<file path="config.mk">
export PLATFORM = sky130hd
export DESIGN_NAME = flash_vector_patcher
export DESIGN_NICKNAME = d
export VERILOG_FILES = /design/src/hdl/fvp_pkg.sv /design/src/hdl/flash_vector_patcher.sv /design/src/hdl/fvp_ctrl.sv /design/src/hdl/fvp_datapath.sv
export SDC_FILE = /design/constraint.sdc
export NUM_CORES = 1
export LEC_CHECK = 0
export BUFFER_PORTS_ARGS = -buffer_cell sky130_fd_sc_hd__buf_2
export CAP_MARGIN = 25
export CORE_AREA = 10 10 142 144
export CTS_BUF_LIST = sky130_fd_sc_hd__clkbuf_4 sky130_fd_sc_hd__clkbuf_8 sky130_fd_sc_hd__clkbuf_16
export DETAILED_ROUTE_END_ITERATION = 8
export DIE_AREA = 0 0 152 154
export GPL_ROUTABILITY_DRIVEN = 1
export GPL_TIMING_DRIVEN = 0
export PLACE_DENSITY = 0.71
export SETUP_SLACK_MARGIN = 0.4
export SLEW_MARGIN = 0
export SYNTH_ARGS = -nofsm -noshare
export SYNTH_HDL_FRONTEND = slang
export SYNTH_SLANG_ARGS = --single-unit
</file>
<file path="constraint.sdc">
create_clock -name clk -period 6.3 [get_ports clk]
set_input_delay 0.945 -clock clk [delete_from_list [all_inputs] [get_ports clk]]
set_output_delay 0.945 -clock clk [all_outputs]
set_load 0.05 [all_outputs]
</file>
<file path="src/hdl/fvp_pkg.sv">
// ----------------------------------------------------------------------------
// fvp_pkg
// Shared types and codes for the flash vector patcher: action and result
// kinds, configuration register indexes, datapath commands and status.
// ----------------------------------------------------------------------------
package fvp_pkg;

  // input action codes
  localparam logic [1:0] ACT_SET_ADDR = 2'd0;
  localparam logic [1:0] ACT_DATA     = 2'd1;
  localparam logic [1:0] ACT_FINISH   = 2'd2;
  localparam logic [1:0] ACT_ERASE    = 2'd3;

  // result kind codes
  localparam logic [1:0] KIND_WORD   = 2'd0;
  localparam logic [1:0] KIND_COMMIT = 2'd1;
  localparam logic [1:0] KIND_ERASE  = 2'd2;

  // configuration register indexes
  localparam logic [2:0] CFG_BASE      = 3'd0;
  localparam logic [2:0] CFG_USB_INDEX = 3'd1;
  localparam logic [2:0] CFG_VUSB_ADJ  = 3'd2;
  localparam logic [2:0] CFG_OSC_CAL   = 3'd3;
  localparam logic [2:0] CFG_STORE_CAL = 3'd4;

  // instruction word constants
  localparam logic [15:0] RJMP_OP = 16'hC000;
  localparam logic [15:0] BLANK   = 16'hFFFF;

  // configuration register file
  typedef struct packed {
    logic [12:0] base;
    logic [4:0]  usb_index;
    logic [2:0]  vusb_adjust;
    logic [7:0]  osc_cal;
    logic        store_cal;
  } cfg_t;

  // controller to datapath command
  typedef enum logic [2:0] {
    CMD_NONE,
    CMD_SET_ADDR,
    CMD_DATA,
    CMD_FINISH,
    CMD_ERASE,
    CMD_FILL
  } cmd_t;

  // datapath to controller status
  typedef struct packed {
    logic out_free;
    logic aligned;
    logic fill_done;
  } dp_status_t;

  // controller states
  typedef enum logic {
    ST_IDLE,
    ST_FILL
  } state_t;

endpackage

</file>
<file path="src/hdl/flash_vector_patcher.sv">
// ----------------------------------------------------------------------------
// flash_vector_patcher
// Patches a stream of flash image words for a two-byte vector bootloader:
// redirects the reset and USB vectors and writes the jump table back.
// ----------------------------------------------------------------------------
// Usage:
//   Input channel (in_valid/in_ready) carries action, start_address and word.
//   Output channel (out_valid/out_ready) carries kind, fill_address,
//   fill_word, commit and last; last marks the final result of an item.
//   Set address and data words complete with their transfer, and a data
//   word result appears in the output register in the cycle after its
//   transfer, so data words stream at one per cycle while the receiver
//   keeps up. Finish on an unaligned page emits padding words up to the
//   page end; erase emits one erase result then PAGE_BYTES/2 words. The
//   fill sequencer produces these words one per cycle while the receiver
//   keeps up, and the input is held off until it has produced the last.
//   When the receiver stalls, the result waits in the output register and
//   no new item or fill word is taken until it leaves.
//   Reset clears the write address and saved targets and loads the register
//   defaults; the block is ready as soon as reset is released.
//   Configuration writes (cfg_we) are registered and must be made only
//   while the block is idle, which the block does not enforce.
//   FLASH_BYTES and PAGE_BYTES must be powers of two; this is not checked.
// ----------------------------------------------------------------------------
module flash_vector_patcher
  import fvp_pkg::*;
#(
  parameter int FLASH_BYTES = 8192,
  parameter int PAGE_BYTES  = 64
) (
  input  logic        clk,
  input  logic        rst,
  input  logic        cfg_we,
  input  logic [2:0]  cfg_index,
  input  logic [12:0] cfg_wdata,
  input  logic        in_valid,
  output logic        in_ready,
  input  logic [1:0]  action,
  input  logic [12:0] start_address,
  input  logic [15:0] word,
  output logic        out_valid,
  input  logic        out_ready,
  output logic [1:0]  kind,
  output logic [12:0] fill_address,
  output logic [15:0] fill_word,
  output logic        commit,
  output logic        last
);

  cfg_t       cfg;
  cmd_t       cmd;
  dp_status_t status;

  // configuration registers
  always_ff @(posedge clk) begin
    if (rst) begin
      cfg.base        <= 13'd6074;
      cfg.usb_index   <= 5'd1;
      cfg.vusb_adjust <= 3'd0;
      cfg.osc_cal     <= 8'd0;
      cfg.store_cal   <= 1'b1;
    end else if (cfg_we) begin
      unique case (cfg_index)
        CFG_BASE:      cfg.base        <= cfg_wdata;
        CFG_USB_INDEX: cfg.usb_index   <= cfg_wdata[4:0];
        CFG_VUSB_ADJ:  cfg.vusb_adjust <= cfg_wdata[2:0];
        CFG_OSC_CAL:   cfg.osc_cal     <= cfg_wdata[7:0];
        CFG_STORE_CAL: cfg.store_cal   <= cfg_wdata[0];
        default:       cfg.store_cal   <= cfg.store_cal;
      endcase
    end
  end

  // controller
  fvp_ctrl u_ctrl (
    .clk      (clk),
    .rst      (rst),
    .in_valid (in_valid),
    .in_ready (in_ready),
    .action   (action),
    .status   (status),
    .cmd      (cmd)
  );

  // datapath
  fvp_datapath #(
    .FLASH_BYTES (FLASH_BYTES),
    .PAGE_BYTES  (PAGE_BYTES)
  ) u_datapath (
    .clk           (clk),
    .rst           (rst),
    .cmd           (cmd),
    .cfg           (cfg),
    .start_address (start_address),
    .word          (word),
    .status        (status),
    .out_valid     (out_valid),
    .out_ready     (out_ready),
    .kind          (kind),
    .fill_address  (fill_address),
    .fill_word     (fill_word),
    .commit        (commit),
    .last          (last)
  );

endmodule

</file>
<file path="src/hdl/fvp_ctrl.sv">
// ----------------------------------------------------------------------------
// fvp_ctrl
// Controller: takes input transfers while idle and sequences page fill runs
// one word per free output slot.
// ----------------------------------------------------------------------------
module fvp_ctrl
  import fvp_pkg::*;
(
  input  logic       clk,
  input  logic       rst,
  input  logic       in_valid,
  output logic       in_ready,
  input  logic [1:0] action,
  input  dp_status_t status,
  output cmd_t       cmd
);

  state_t state;
  state_t state_next;
  logic   accept;

  assign accept = in_valid && in_ready;

  // state register
  always_ff @(posedge clk) begin
    if (rst) begin
      state <= ST_IDLE;
    end else begin
      state <= state_next;
    end
  end

  // next state
  always_comb begin
    state_next = state;
    unique case (state)
      ST_IDLE: begin
        if (accept) begin
          if (action == ACT_ERASE) begin
            state_next = ST_FILL;
          end else if (action == ACT_FINISH && !status.aligned) begin
            state_next = ST_FILL;
          end
        end
      end
      ST_FILL: begin
        if (status.out_free && status.fill_done) begin
          state_next = ST_IDLE;
        end
      end
      default: state_next = ST_IDLE;
    endcase
  end

  // outputs
  always_comb begin
    in_ready = 1'b0;
    cmd      = CMD_NONE;
    unique case (state)
      ST_IDLE: begin
        in_ready = status.out_free;
        if (in_valid && status.out_free) begin
          unique case (action)
            ACT_SET_ADDR: cmd = CMD_SET_ADDR;
            ACT_DATA:     cmd = CMD_DATA;
            ACT_FINISH:   cmd = CMD_FINISH;
            ACT_ERASE:    cmd = CMD_ERASE;
            default:      cmd = CMD_NONE;
          endcase
        end
      end
      ST_FILL: begin
        if (status.out_free) begin
          cmd = CMD_FILL;
        end
      end
      default: cmd = CMD_NONE;
    endcase
  end

endmodule

</file>
<file path="src/hdl/fvp_datapath.sv">
// ----------------------------------------------------------------------------
// fvp_datapath
// Datapath: write address, saved vector targets, word patching, fill
// counter and the output register.
// ----------------------------------------------------------------------------
module fvp_datapath
  import fvp_pkg::*;
#(
  parameter int FLASH_BYTES = 8192,
  parameter int PAGE_BYTES  = 64
) (
  input  logic        clk,
  input  logic        rst,
  input  cmd_t        cmd,
  input  cfg_t        cfg,
  input  logic [12:0] start_address,
  input  logic [15:0] word,
  output dp_status_t  status,
  output logic        out_valid,
  input  logic        out_ready,
  output logic [1:0]  kind,
  output logic [12:0] fill_address,
  output logic [15:0] fill_word,
  output logic        commit,
  output logic        last
);

  localparam int AW = $clog2(FLASH_BYTES);
  localparam int PW = $clog2(PAGE_BYTES);
  localparam logic [PW-1:0] FILL_LAST = PW'(PAGE_BYTES / 2 - 1);

  logic [AW-1:0] write_address;
  logic [15:0]   saved_reset_target;
  logic [15:0]   saved_usb_target;
  logic [PW-1:0] fill_count;

  logic [14:0]   addr_ext;
  logic [14:0]   base_ext;
  logic [14:0]   start_ext;
  logic [14:0]   prev_ext;
  logic [AW-1:0] addr_adv;
  logic [AW-1:0] addr_prev;
  logic          is_zero;
  logic          is_usb;
  logic          is_tab0;
  logic          is_tab1;
  logic          is_cal;
  logic          above_base;
  logic          drop;
  logic          adv_aligned;
  logic          fill_done;
  logic [15:0]   rj_reset;
  logic [15:0]   rj_usb;
  logic [15:0]   rj_tab0;
  logic [15:0]   rj_tab1;
  logic [15:0]   raw_word;
  logic [15:0]   patched;
  logic          load;
  logic [1:0]    load_kind;
  logic [12:0]   load_addr;
  logic [15:0]   load_word;
  logic          load_commit;
  logic          load_last;

  // address arithmetic
  assign addr_ext    = 15'(write_address);
  assign base_ext    = {2'b00, cfg.base};
  assign start_ext   = {2'b00, start_address[12:1], 1'b0};
  assign addr_adv    = write_address + AW'(2);
  assign addr_prev   = write_address - AW'(2);
  assign prev_ext    = 15'(addr_prev);
  assign adv_aligned = (addr_adv[PW-1:0] == '0);
  assign fill_done   = adv_aligned || (fill_count == FILL_LAST);

  // special address matches
  assign is_zero    = (write_address == '0);
  assign is_usb     = (addr_ext == {9'd0, cfg.usb_index, 1'b0});
  assign is_tab0    = (addr_ext == base_ext);
  assign is_tab1    = (addr_ext == base_ext + 15'd2);
  assign is_cal     = cfg.store_cal && (addr_ext == base_ext + 15'd4);
  assign above_base = (addr_ext >= base_ext + 15'd6);
  assign drop       = !is_zero && !is_usb && above_base;

  // relative jump encodings
  assign rj_reset = RJMP_OP | {4'd0, 12'(16'((base_ext + 15'd6) >> 1) - 16'd1)};
  assign rj_usb   = RJMP_OP | {4'd0, 12'(16'((base_ext + 15'd8) >> 1)
                                        - 16'(cfg.usb_index) - 16'd1)};
  assign rj_tab0  = RJMP_OP | {4'd0, 12'(saved_reset_target
                                        - 16'(base_ext >> 1) - 16'd1)};
  assign rj_tab1  = RJMP_OP | {4'd0, 12'(saved_usb_target
                                        - 16'((base_ext + 15'd2) >> 1) - 16'd1)};

  // word patching, reset vector first
  assign raw_word = (cmd == CMD_DATA) ? word : BLANK;
  always_comb begin
    priority if (is_zero) begin
      patched = rj_reset;
    end else if (is_usb) begin
      patched = rj_usb;
    end else if (is_tab0) begin
      patched = rj_tab0;
    end else if (is_tab1) begin
      patched = rj_tab1;
    end else if (is_cal) begin
      patched = {8'd0, cfg.osc_cal};
    end else begin
      patched = raw_word;
    end
  end

  // result selection
  always_comb begin
    load        = 1'b0;
    load_kind   = KIND_WORD;
    load_addr   = addr_ext[12:0];
    load_word   = patched;
    load_commit = 1'b0;
    load_last   = 1'b0;
    unique case (cmd)
      CMD_DATA: begin
        load        = !drop;
        load_commit = adv_aligned;
        load_last   = 1'b1;
      end
      CMD_FINISH: begin
        load        = status.aligned;
        load_kind   = KIND_COMMIT;
        load_addr   = prev_ext[12:0];
        load_word   = 16'd0;
        load_commit = 1'b1;
        load_last   = 1'b1;
      end
      CMD_ERASE: begin
        load      = 1'b1;
        load_kind = KIND_ERASE;
        load_addr = 13'd0;
        load_word = BLANK;
      end
      CMD_FILL: begin
        load        = 1'b1;
        load_commit = fill_done;
        load_last   = fill_done;
      end
      default: load = 1'b0;
    endcase
  end

  // address, targets and fill counter
  always_ff @(posedge clk) begin
    if (rst) begin
      write_address      <= '0;
      saved_reset_target <= '0;
      saved_usb_target   <= '0;
      fill_count         <= '0;
    end else begin
      unique case (cmd)
        CMD_SET_ADDR: write_address <= start_ext[AW-1:0];
        CMD_DATA: begin
          if (is_zero) begin
            saved_reset_target <= word + 16'd1;
          end else if (is_usb) begin
            saved_usb_target <= word + 16'(cfg.vusb_adjust)
                                + 16'(cfg.usb_index) + 16'd1;
          end
          if (!drop) begin
            write_address <= addr_adv;
          end
        end
        CMD_FINISH: fill_count <= '0;
        CMD_ERASE: begin
          write_address <= '0;
          fill_count    <= '0;
        end
        CMD_FILL: begin
          write_address <= addr_adv;
          fill_count    <= fill_count + PW'(1);
        end
        default: fill_count <= fill_count;
      endcase
    end
  end

  // output register
  always_ff @(posedge clk) begin
    if (rst) begin
      out_valid <= 1'b0;
    end else if (load) begin
      out_valid <= 1'b1;
    end else if (out_ready) begin
      out_valid <= 1'b0;
    end
  end

  always_ff @(posedge clk) begin
    if (load) begin
      kind         <= load_kind;
      fill_address <= load_addr;
      fill_word    <= load_word;
      commit       <= load_commit;
      last         <= load_last;
    end
  end

  // status to controller
  assign status.out_free  = !out_valid || out_ready;
  assign status.aligned   = (write_address[PW-1:0] == '0);
  assign status.fill_done = fill_done;

endmodule
</file>
==> results of run 1 <==
[worst max-delay path: stages (launching register included)]
cell and delay, ps:
dfxtp_1 450, clkbuf_1 380, inv_1 250, ha_1 260
a21oi_1 630, nor2_1 170, xnor2_1 410, ha_1 220
nand4_1 130, a211oi_1 190, o22a_1 200, a21oi_1 70
o31ai_1 420, o21bai_2 220, nand2_1 220, nand3_4 410
[flip-flops by register name, summed over array words and instances, names as in the netlist]
| signal | flops |
|---|---|
| cfg | 30 |
| u_datapath.fill_word | 16 |
| u_datapath.fill_address | 12 |
| u_datapath.saved_reset_target | 12 |
| u_datapath.saved_usb_target | 12 |
| u_datapath.write_address | 12 |
| u_datapath.fill_count | 6 |
| u_datapath.kind | 2 |
| u_ctrl.state | 1 |
| u_datapath.commit | 1 |
| u_datapath.last | 1 |
| u_datapath.out_valid | 1 |
[path summary, 6_finish.rpt]
check                            end  startpoint  cells past startpoint
max          u_datapath.fill_word[5]     cfg[19]                     15
min                           cfg[6]      cfg[6]                      2
max reg2reg  u_datapath.fill_word[5]     cfg[19]                     15
min reg2reg                   cfg[6]      cfg[6]                      2
[cell usage after synthesis, types with 8 or more instances]
cell type    n  area (µm²)
a211oi_1    31         233
a21o_1      12        90.1
a21oi_1     70         350
a31oi_1     11        68.8
and2_1       9        56.3
and3_1      10        62.6
buf_2       15        75.1
clkbuf_1    49         184
dfxtp_1     74        1480
edfxtp_1    32         961
ha_1        59         738
inv_1       43         161
mux2i_1     16         160
nand2_1    119         447
nand2b_1    10        62.6
nand3_1     38         190
nand4_1     18         113
nor2_1     118         443
nor2b_1     12        75.1
nor3_1      30         150
nor4_1      10        62.6
o211ai_1    19         143
o21ai_0     41         205
o31ai_1      8        60.1
or3_1       17         106
xnor2_1     70         613
xor2_1      39         342
[cell families after synthesis]
family | after synthesis | synth area share (%)
buf+inv | 119 | 5.51
fa+ha+maj | 65 | 9.53
xor+xnor | 109 | 10.6
simple gates | 436 | 23.7
other cells | 1 | 0.0416
mux | 16 | 1.78
compound gates | 286 | 21.8
flops | 106 | 27.1
[report_power, final]
| group | internal [mW] | leakage (nW) | total (mW) | switching [mW] |
|---|---|---|---|---|
| clock network | 0.271 | 0.131 | 0.547 | 0.276 |
| logic | 0.299 | 2.88 | 0.976 | 0.678 |
| registers | 0.791 | 0.888 | 0.834 | 0.0429 |
| total | 1.36 | 3.90 | 2.36 | 0.997 |
[stage by stage]
| step | worst slack (ps) | utilization [%] | instances | power [mW] |
|---|---|---|---|---|
| after floorplan | 1800 | - | 1138 | 1.52 |
| after global placement | 405 | 56.4 | 1443 | 1.79 |
| after detailed placement | 969 | 56.5 | 1444 | 1.80 |
| after CTS | 978 | 58.1 | 1460 | 2.34 |
| after global routing | 765 | 58.2 | 1460 | 2.47 |
| final | 1250 | 58.2 | 1460 | 2.36 |
[cell type report]
class / instances / area, µm²
Clock inverter: 7 / 52.6
Timing Repair Buffer: 81 / 410
Tap cell: 225 / 282
Fill cell: 1692 / 7180
Sequential cell: 106 / 2440
Multi-Input combinational cell: 913 / 6080
Clock buffer: 9 / 225
Buffer: 75 / 332
Inverter: 44 / 165
[layer usage]
metal / part of all wire (%) / vias up
li1: - / 4307
met1: 44 / 4307
met2: 43 / 463
met3: 8.8 / 63
met4: 3.9 / 0
met5: 0 / -
==> impl_metrics.ini, run 1 <==
[routing]
first_pass_iters = 6
drtIter0Drc = 953
route.detailed.drc = 0
postRouteAntennaNets = 0
vias_per_cell = 6.26
vias = 9140
wire_per_inst_um = 22.4
routed_wl_mm = 32.7

[clock_network]
cts_root_buf = clkbuf_16
tritoncts = done
clk_latency_ps = 370
post-cts-setup-buffers = 0
cts_sinks = 106
hold_buffers = 0
htreeDepth = 3
cts_buffers = 9
clk_pin_slew_ps = 70
clock_tree.buffer_depth = 2
ctsResizeCount = 0

[global_routing]
first_global_vias = 8435
grt_remaining_overflow = 0
use_met1_pct = 36.6
grt_pass1_wl_mm = 49.9
track_usage_pct = 26.8
met3_usage_pct = 3.68
grt_max_degree = 33
antenna_found_initial = 0
grt.busiest_layer = met2
gr-usage-met2_pct = 41.2

[synth]
async_reset_ff_share_pct = 0
synthCells = 1138
ys_seq_area_share_pct = 27.1
synth_nets = 1255
synthDistinctLibCells = 79
synth.avg_cell_area_um2 = 7.92
synth_edf_count = 32
synthesis.area_um2 = 9010
yosys_warnings = 0
yosys_register_bits = 106
synth_flop_cell = dfxtp_1

[timing]
setup_viol = 0
rsz0062_at_grt = false
tns_ps = 0
fmax_mhz = 198
fin_skew_ps = 12.4
hold_ws_ps = 461
worst_slew_pin_slew_ps = 1090
relSlewSlack_pct = 27.3
fin_crit_sh_pct = 80.2
final-max-slew-violation-count = 0
period_needed_ps = 5050
hold_violations = 0

[setup_path]
cp_data_required_time_ps = 6260
arrival_ps = 5010
crit_type = flop to flop
cp_max_fo = 32
critPathLaunchType = flop
reg2reg_setup_slack_ps = 1250
cp-end-kind = flop

[layout]
final_area_um2 = 9990
diodes = 0
nNetsFinal = 1347
final_cell_mix = 119 x nand2_1, 118 x nor2_1, 95 x buf_2
syn2layout_area_growth_pct = 10.9
final_common_cell = nand2_1
drive_gt1_share_pct = 12.2

[floorplan]
ios = 87
fp.coreArea_um2 = 17200
row_count = 48
die_w_um = 152
die_area_um2 = 23400
fp.dieH_um = 154
start_util_pct = 52.5

[placement]
place_area_um2 = 9710
place.gp.congestion = 0.996
dp_hpwl_mm = 26.2
portBuffers = 80

[power]
p_leak_nw = 3.90
power_density_nw_per_um2 = 236
irDropWorstVdd_v = 0.000167

[run]
cap_violations = 0

[outcome]
outcome = finished clean

[min_path]
worstHoldPathType = flop to flop
(Power assumes the default switching activity.)
==> run 2, diff against run 1 <==
PLACE_DENSITY = 0.73   (was 0.71)
clock period = 4.2 ns   (was 6.3 ns; I/O delays follow)
==> run 2 against run 1 <==
Compared with the run above: worst setup slack got worse by 750 ps; sequential power up 50%; via count increased by 1.3%; non-clock buffer count up 9; die area stayed put; sequential share of layout area fell by 0.60 points.
==> impl_metrics.ini, run 2 (synthesis gave the netlist of run 1 again) <==
[setup_path]
worst_path_most_repeated_cell = buf_4
reg2reg_setup_slack_ps = 490
ff2ff_path_depth = 14
max_stage_delay_ps = 460
cp-end-kind = flop
crit_type = flop to flop
cp_cell_sequence = buf_4 > inv_1 > ha_2 > nor4_4 > xnor2_2 > ha_1 > and2_1 > a31oi_1 > a2bb2oi_2 > o31ai_4 > o21bai_4 > nand2_4 > nand3_4 > buf_4
cp_data_required_time_ps = 4280
critPathLaunchType = flop
arrival_ps = 3780
cp_max_fo = 11
crit_path_top_delay_cell = dfxtp_2

[timing]
worst_slew_pin_slew_ps = 1060
setup_viol = 0
period_needed_ps = 3710
relSlewSlack_pct = 29.5
fmax_mhz = 270
hold_ws_ps = 471
tns_ps = 0
fin_skew_ps = 8.23
rsz0062_at_grt = false
fin_crit_sh_pct = 88.2
hold_violations = 0
final-max-slew-violation-count = 0

[global_routing]
grt_pass1_wl_mm = 50.0
first_global_vias = 8577
grt_remaining_overflow = 0
grt_max_degree = 22
antenna_found_initial = 0
track_usage_pct = 26.7

[outcome]
outcome = finished clean

[layout]
multi_input_area_um2 = 6230
drive_gt1_share_pct = 15.4
diodes = 0
fin_cells = 1470
syn2layout_area_growth_pct = 13.8
largest_register_ff_count = 30
final_cell_mix = 118 x nand2_1, 118 x nor2_1, 95 x buf_2
nFillCells = 1604
largest-register = cfg
reg.largest.list = cfg: 30 flops, u_datapath.fill_word: 16 flops
regArea_um2 = 2440
nNetsFinal = 1357

[placement]
place.gp.congestion = 0.982
dp.cells = 1443
dp_hpwl_mm = 25.6
portBuffers = 80

[floorplan]
die_area_um2 = 23400
die_w_um = 152
fp.coreArea_um2 = 17200
fp.dieH_um = 154
row_count = 48
ios = 87
start_util_pct = 52.5

[routing]
wire_per_inst_um = 22.3
vias_per_cell = 6.30
route.detailed.drc = 0
first_pass_iters = 6
postRouteAntennaNets = 0
vias = 9255
drtIter0Drc = 863
routed_wl_mm = 32.8

[clock_network]
tritoncts = done
cts_sinks = 106
clk_pin_slew_ps = 80
htreeDepth = 3
clk_latency_ps = 370
cts_buffers = 9
cts_root_buf = clkbuf_16
clock_tree.buffer_depth = 2

[run]
cap_violations = 0

[power]
power_density_nw_per_um2 = 355
irDropWorstVdd_v = 0.000231
p_leak_nw = 4.03

[min_path]
worstHoldPathType = flop to flop
holdPathStages = 1
[run 2: cell types whose count changed in the layout (fill, tap and decap cells not counted), sizes merged]
| cell | previous run | this run |
|---|---|---|
| inv | 45 | 46 |
| nand3 | 38 | 39 |
| clkinvlp | 2 | 1 |
| buf | 105 | 115 |
| clkdlybuf4s18 | 1 | 0 |
[run 2: power by group]
group | internal, mW | switching (mW)
clock network | 0.425 | 0.455
registers | 1.18 | 0.0647
logic | 0.474 | 1.03
[run 2: metrics by stage]
stage | util (%) | power, mW | setup WS [ps] | cell area [µm²]
2_1_floorplan | - | 2.28 | 468 | 9030
5_1_grt | 59.7 | 3.78 | 399 | 10300
3_5_place_dp | 56.5 | 2.69 | -471 | 9710
6_report | 59.7 | 3.64 | 494 | 10300
4_1_cts | 59.0 | 3.58 | 416 | 10100
3_3_place_gp | 56.5 | 2.68 | -432 | 9710
[run 2: what timing repair did]
action / 4_1_cts / 5_1_grt
resized for setup: 20 / 26
gates cloned: 1 / 0
setup buffers: 4 / 5
pin swaps: 1 / 4
setup endpoints to repair: 61 / 59
endpoints found under the hold margin: 0 / 0
hold buffers: 0 / 0
[run 2: worst paths after layout]
| kind | start | to |
|---|---|---|
| hold reg to reg | u_datapath.fill_count[5] | u_datapath.fill_count[5] |
| setup reg to reg | cfg[18] | u_datapath.fill_word[3] |
| setup / recovery | cfg[18] | u_datapath.fill_word[3] |
| hold / removal | u_datapath.fill_count[5] | u_datapath.fill_count[5] |
[run 2: area by class of cell]
class | count | share of cell area (%)
buffer | 75 | 3.44
clock buffer | 9 | 2.20
clock inverter | 7 | 0.744
inverter | 44 | 1.65
multi-input combinational | 914 | 60.8
sequential | 106 | 23.8
tap | 225 | 2.74
timing repair buffer | 90 | 4.61
[run 2: worst max-delay path, delay by kind of cell (launching register included)]
| kind | cells | cell delay [ps] |
|---|---|---|
| and+or+nand+nor | 4 | 780 |
| DFF | 1 | 460 |
| adders and majority gates | 2 | 580 |
| AOI/OAI and AO/OA | 4 | 790 |
| buffers and inverters | 3 | 590 |
| xor gates and xnor gates | 1 | 190 |
[run 2: metal layers]
metal	routed length [µm]	vias to the layer above	part of all wire (%)	global-route usage, %
met5	0	-	0	0
met4	957	0	2.9	8.53
met3	2900	58	8.8	3.49
met2	14400	534	44	41.7
met1	14600	4322	44	37.2
li1	-	4341	-	-
==> run 3, diff against run 2 <==
CORE_AREA = 10 10 167 123   (was 10 10 142 144)
DIE_AREA = 0 0 177 133   (was 0 0 152 154)
==> run 3 against run 2 <==
Compared with the run above: maximum frequency up 0.25%; sequential share of layout area about the same; largest power group unchanged; critical endpoint is now u_datapath.fill_word[15]; clock skew up 4.8 ps; final cell count up 0.54%; register-to-register slack about the same.
==> impl_metrics.ini, run 3 (synthesis gave the netlist of run 1 again) <==
[timing]
setup_viol = 0
worst_slew_pin_slew_ps = 990
final-max-slew-violation-count = 0
fin_crit_sh_pct = 88.0
period_needed_ps = 3700
hold_violations = 0
fmax_mhz = 270
fin_skew_ps = 13.0
relSlewSlack_pct = 34.0
rsz0062_at_grt = false
timing.final.ws_setup_ps = 503

[clock_network]
clk_latency_ps = 370
cts_sinks = 106
htreeDepth = 3
hold_buffers = 0
tritoncts = done
clock_tree.buffer_depth = 2
clk_pin_slew_ps = 80
cts_buffers = 9
cts_root_buf = clkbuf_16

[setup_path]
r2r-start = cfg[18]
critPathTopFamily = simple AND/OR/NAND/NOR gates
crit_type = flop to flop
cp_data_required_time_ps = 4290
worst_path_most_repeated_cell = buf_4
path_buf_inv = 3
cp-end-kind = flop
crit_path_top_delay_cell = dfxtp_4
arrival_ps = 3790
cp_max_fo = 10
reg2reg_setup_slack_ps = 500
r2r-end = u_datapath.fill_word[15]
cp_cell_sequence = buf_4 > inv_1 > ha_2 > nor4_4 > xnor2_2 > ha_1 > and2_1 > a31oi_1 > nand2b_1 > o31ai_4 > o21bai_4 > nand2_4 > nand3_4 > buf_4
max_stage_delay_ps = 430
ff2ff_path_depth = 14
critPathLaunchType = flop

[power]
power_density_nw_per_um2 = 355
total_power_mw = 3.65
p_leak_nw = 4.03
irDropWorstVdd_v = 0.000220

[layout]
largest-register = cfg
final_cell_mix = 118 x nand2_1, 118 x nor2_1, 93 x buf_2
largest_register_ff_count = 30
nNetsFinal = 1354
nFillCells = 1614
reg.largest.list = cfg: 30 flops, u_datapath.fill_word: 16 flops
syn2layout_area_growth_pct = 14.0
diodes = 0
final_area_um2 = 10300
drive_gt1_share_pct = 15.1
regArea_um2 = 2450
multi_input_area_um2 = 6220

[min_path]
holdPathStages = 2
hold_path_end = cfg[6]
hp-start = cfg[6]
worstHoldPathType = flop to flop

[outcome]
outcome = finished clean

[floorplan]
start_util_pct = 51.5
fp.coreArea_um2 = 17500
die_w_um = 177
row_count = 41
ios = 87
die_area_um2 = 23500
fp.dieH_um = 133

[placement]
dp_slack_ps = -584
place_area_um2 = 9720
place.gp.congestion = 1.03
dp_hpwl_mm = 25.6
portBuffers = 80

[run]
cap_violations = 0

[routing]
vias = 9191
wire_per_inst_um = 22.0
vias_per_cell = 6.22
postRouteAntennaNets = 0
routed_wl_mm = 32.5
route.detailed.drc = 0
first_pass_iters = 6
drtIter0Drc = 1081

[global_routing]
antenna_found_initial = 1
grt_pass1_wl_mm = 48.9
track_usage_pct = 26.7
grt_remaining_overflow = 0
first_global_vias = 8359
grt_max_degree = 20
-- run 3: cell count changes in the layout (fill, tap and decap cells not counted), moves of 2 or more --
cell	before	now
o21ai_1	1	4
clkinv_4	2	0
dfxtp_4	0	2
dfxtp_2	2	0
o21ai_0	41	38
buf_4	12	8
inv_6	1	3
buf_2	95	93
buf_12	0	2
clkbuf_4	0	2
-- run 3: what timing repair did --
action / in CTS / in global routing
gates resized for setup: 20 / 31
endpoints found under the hold margin: 0 / 0
gates cloned: 1 / 0
setup buffers: 4 / 3
endpoints found under the setup margin: 61 / 60
pin swaps: 2 / 5
-- run 3: stage by stage --
step	hold slack (ps)	util, %	instances	TNS [ps]
finish	469	58.7	1478	0
global route	487	58.7	1478	0
CTS	471	58.3	1475	0
detailed placement	460	55.6	1454	-19870
global placement	447	55.6	1454	-18310
floorplan	436	-	1138	0
-- run 3: worst reg2reg max path, delay by kind of cell (launching register included) --
kind,cells,cell delay [ps]
fa+ha+maj,2,610
flops,1,430
xor+xnor,1,210
buf+inv,3,530
simple gates,5,1020
compound gates,3,630
-- run 3: worst max path at each step --
stage	depth (start not counted)	endpoint	startpoint	slack (ps)
3_5_place_dp	15	u_datapath.fill_address[10]	cfg[19]	-580
3_3_place_gp	15	u_datapath.fill_address[11]	cfg[19]	-550
2_1_floorplan	15	u_datapath.commit	cfg[19]	470
4_1_cts	14	u_datapath.fill_address[10]	cfg[18]	430
6_report	14	u_datapath.fill_word[15]	cfg[18]	500
5_1_grt	14	u_datapath.fill_address[12]	cfg[18]	400
-- run 3: routing by layer --
metal / GRT usage (%) / vias up / routed length [µm]
met5: 0 / - / 13
met2: 37.5 / 490 / 13400
met4: 8.24 / 2 / 829
met1: 36.9 / 4311 / 14100
li1: - / 4318 / -
met3: 9.52 / 70 / 4130
-- run 3: power breakdown --
group | internal (mW) | total [mW] | switching [mW]
combinational | 0.480 | 1.51 | 1.03
clock | 0.461 | 0.889 | 0.428
sequential | 1.18 | 1.24 | 0.0599
total | 2.12 | 3.65 | 1.52
-- run 3: layout make-up --
class / count / share of cell area, %
multi-input combinational: 914 / 60.5
sequential: 106 / 23.8
timing repair buffer: 87 / 4.65
buffer: 75 / 3.47
tap: 236 / 2.87
clock buffer: 11 / 2.51
inverter: 44 / 1.64
clock inverter: 5 / 0.475
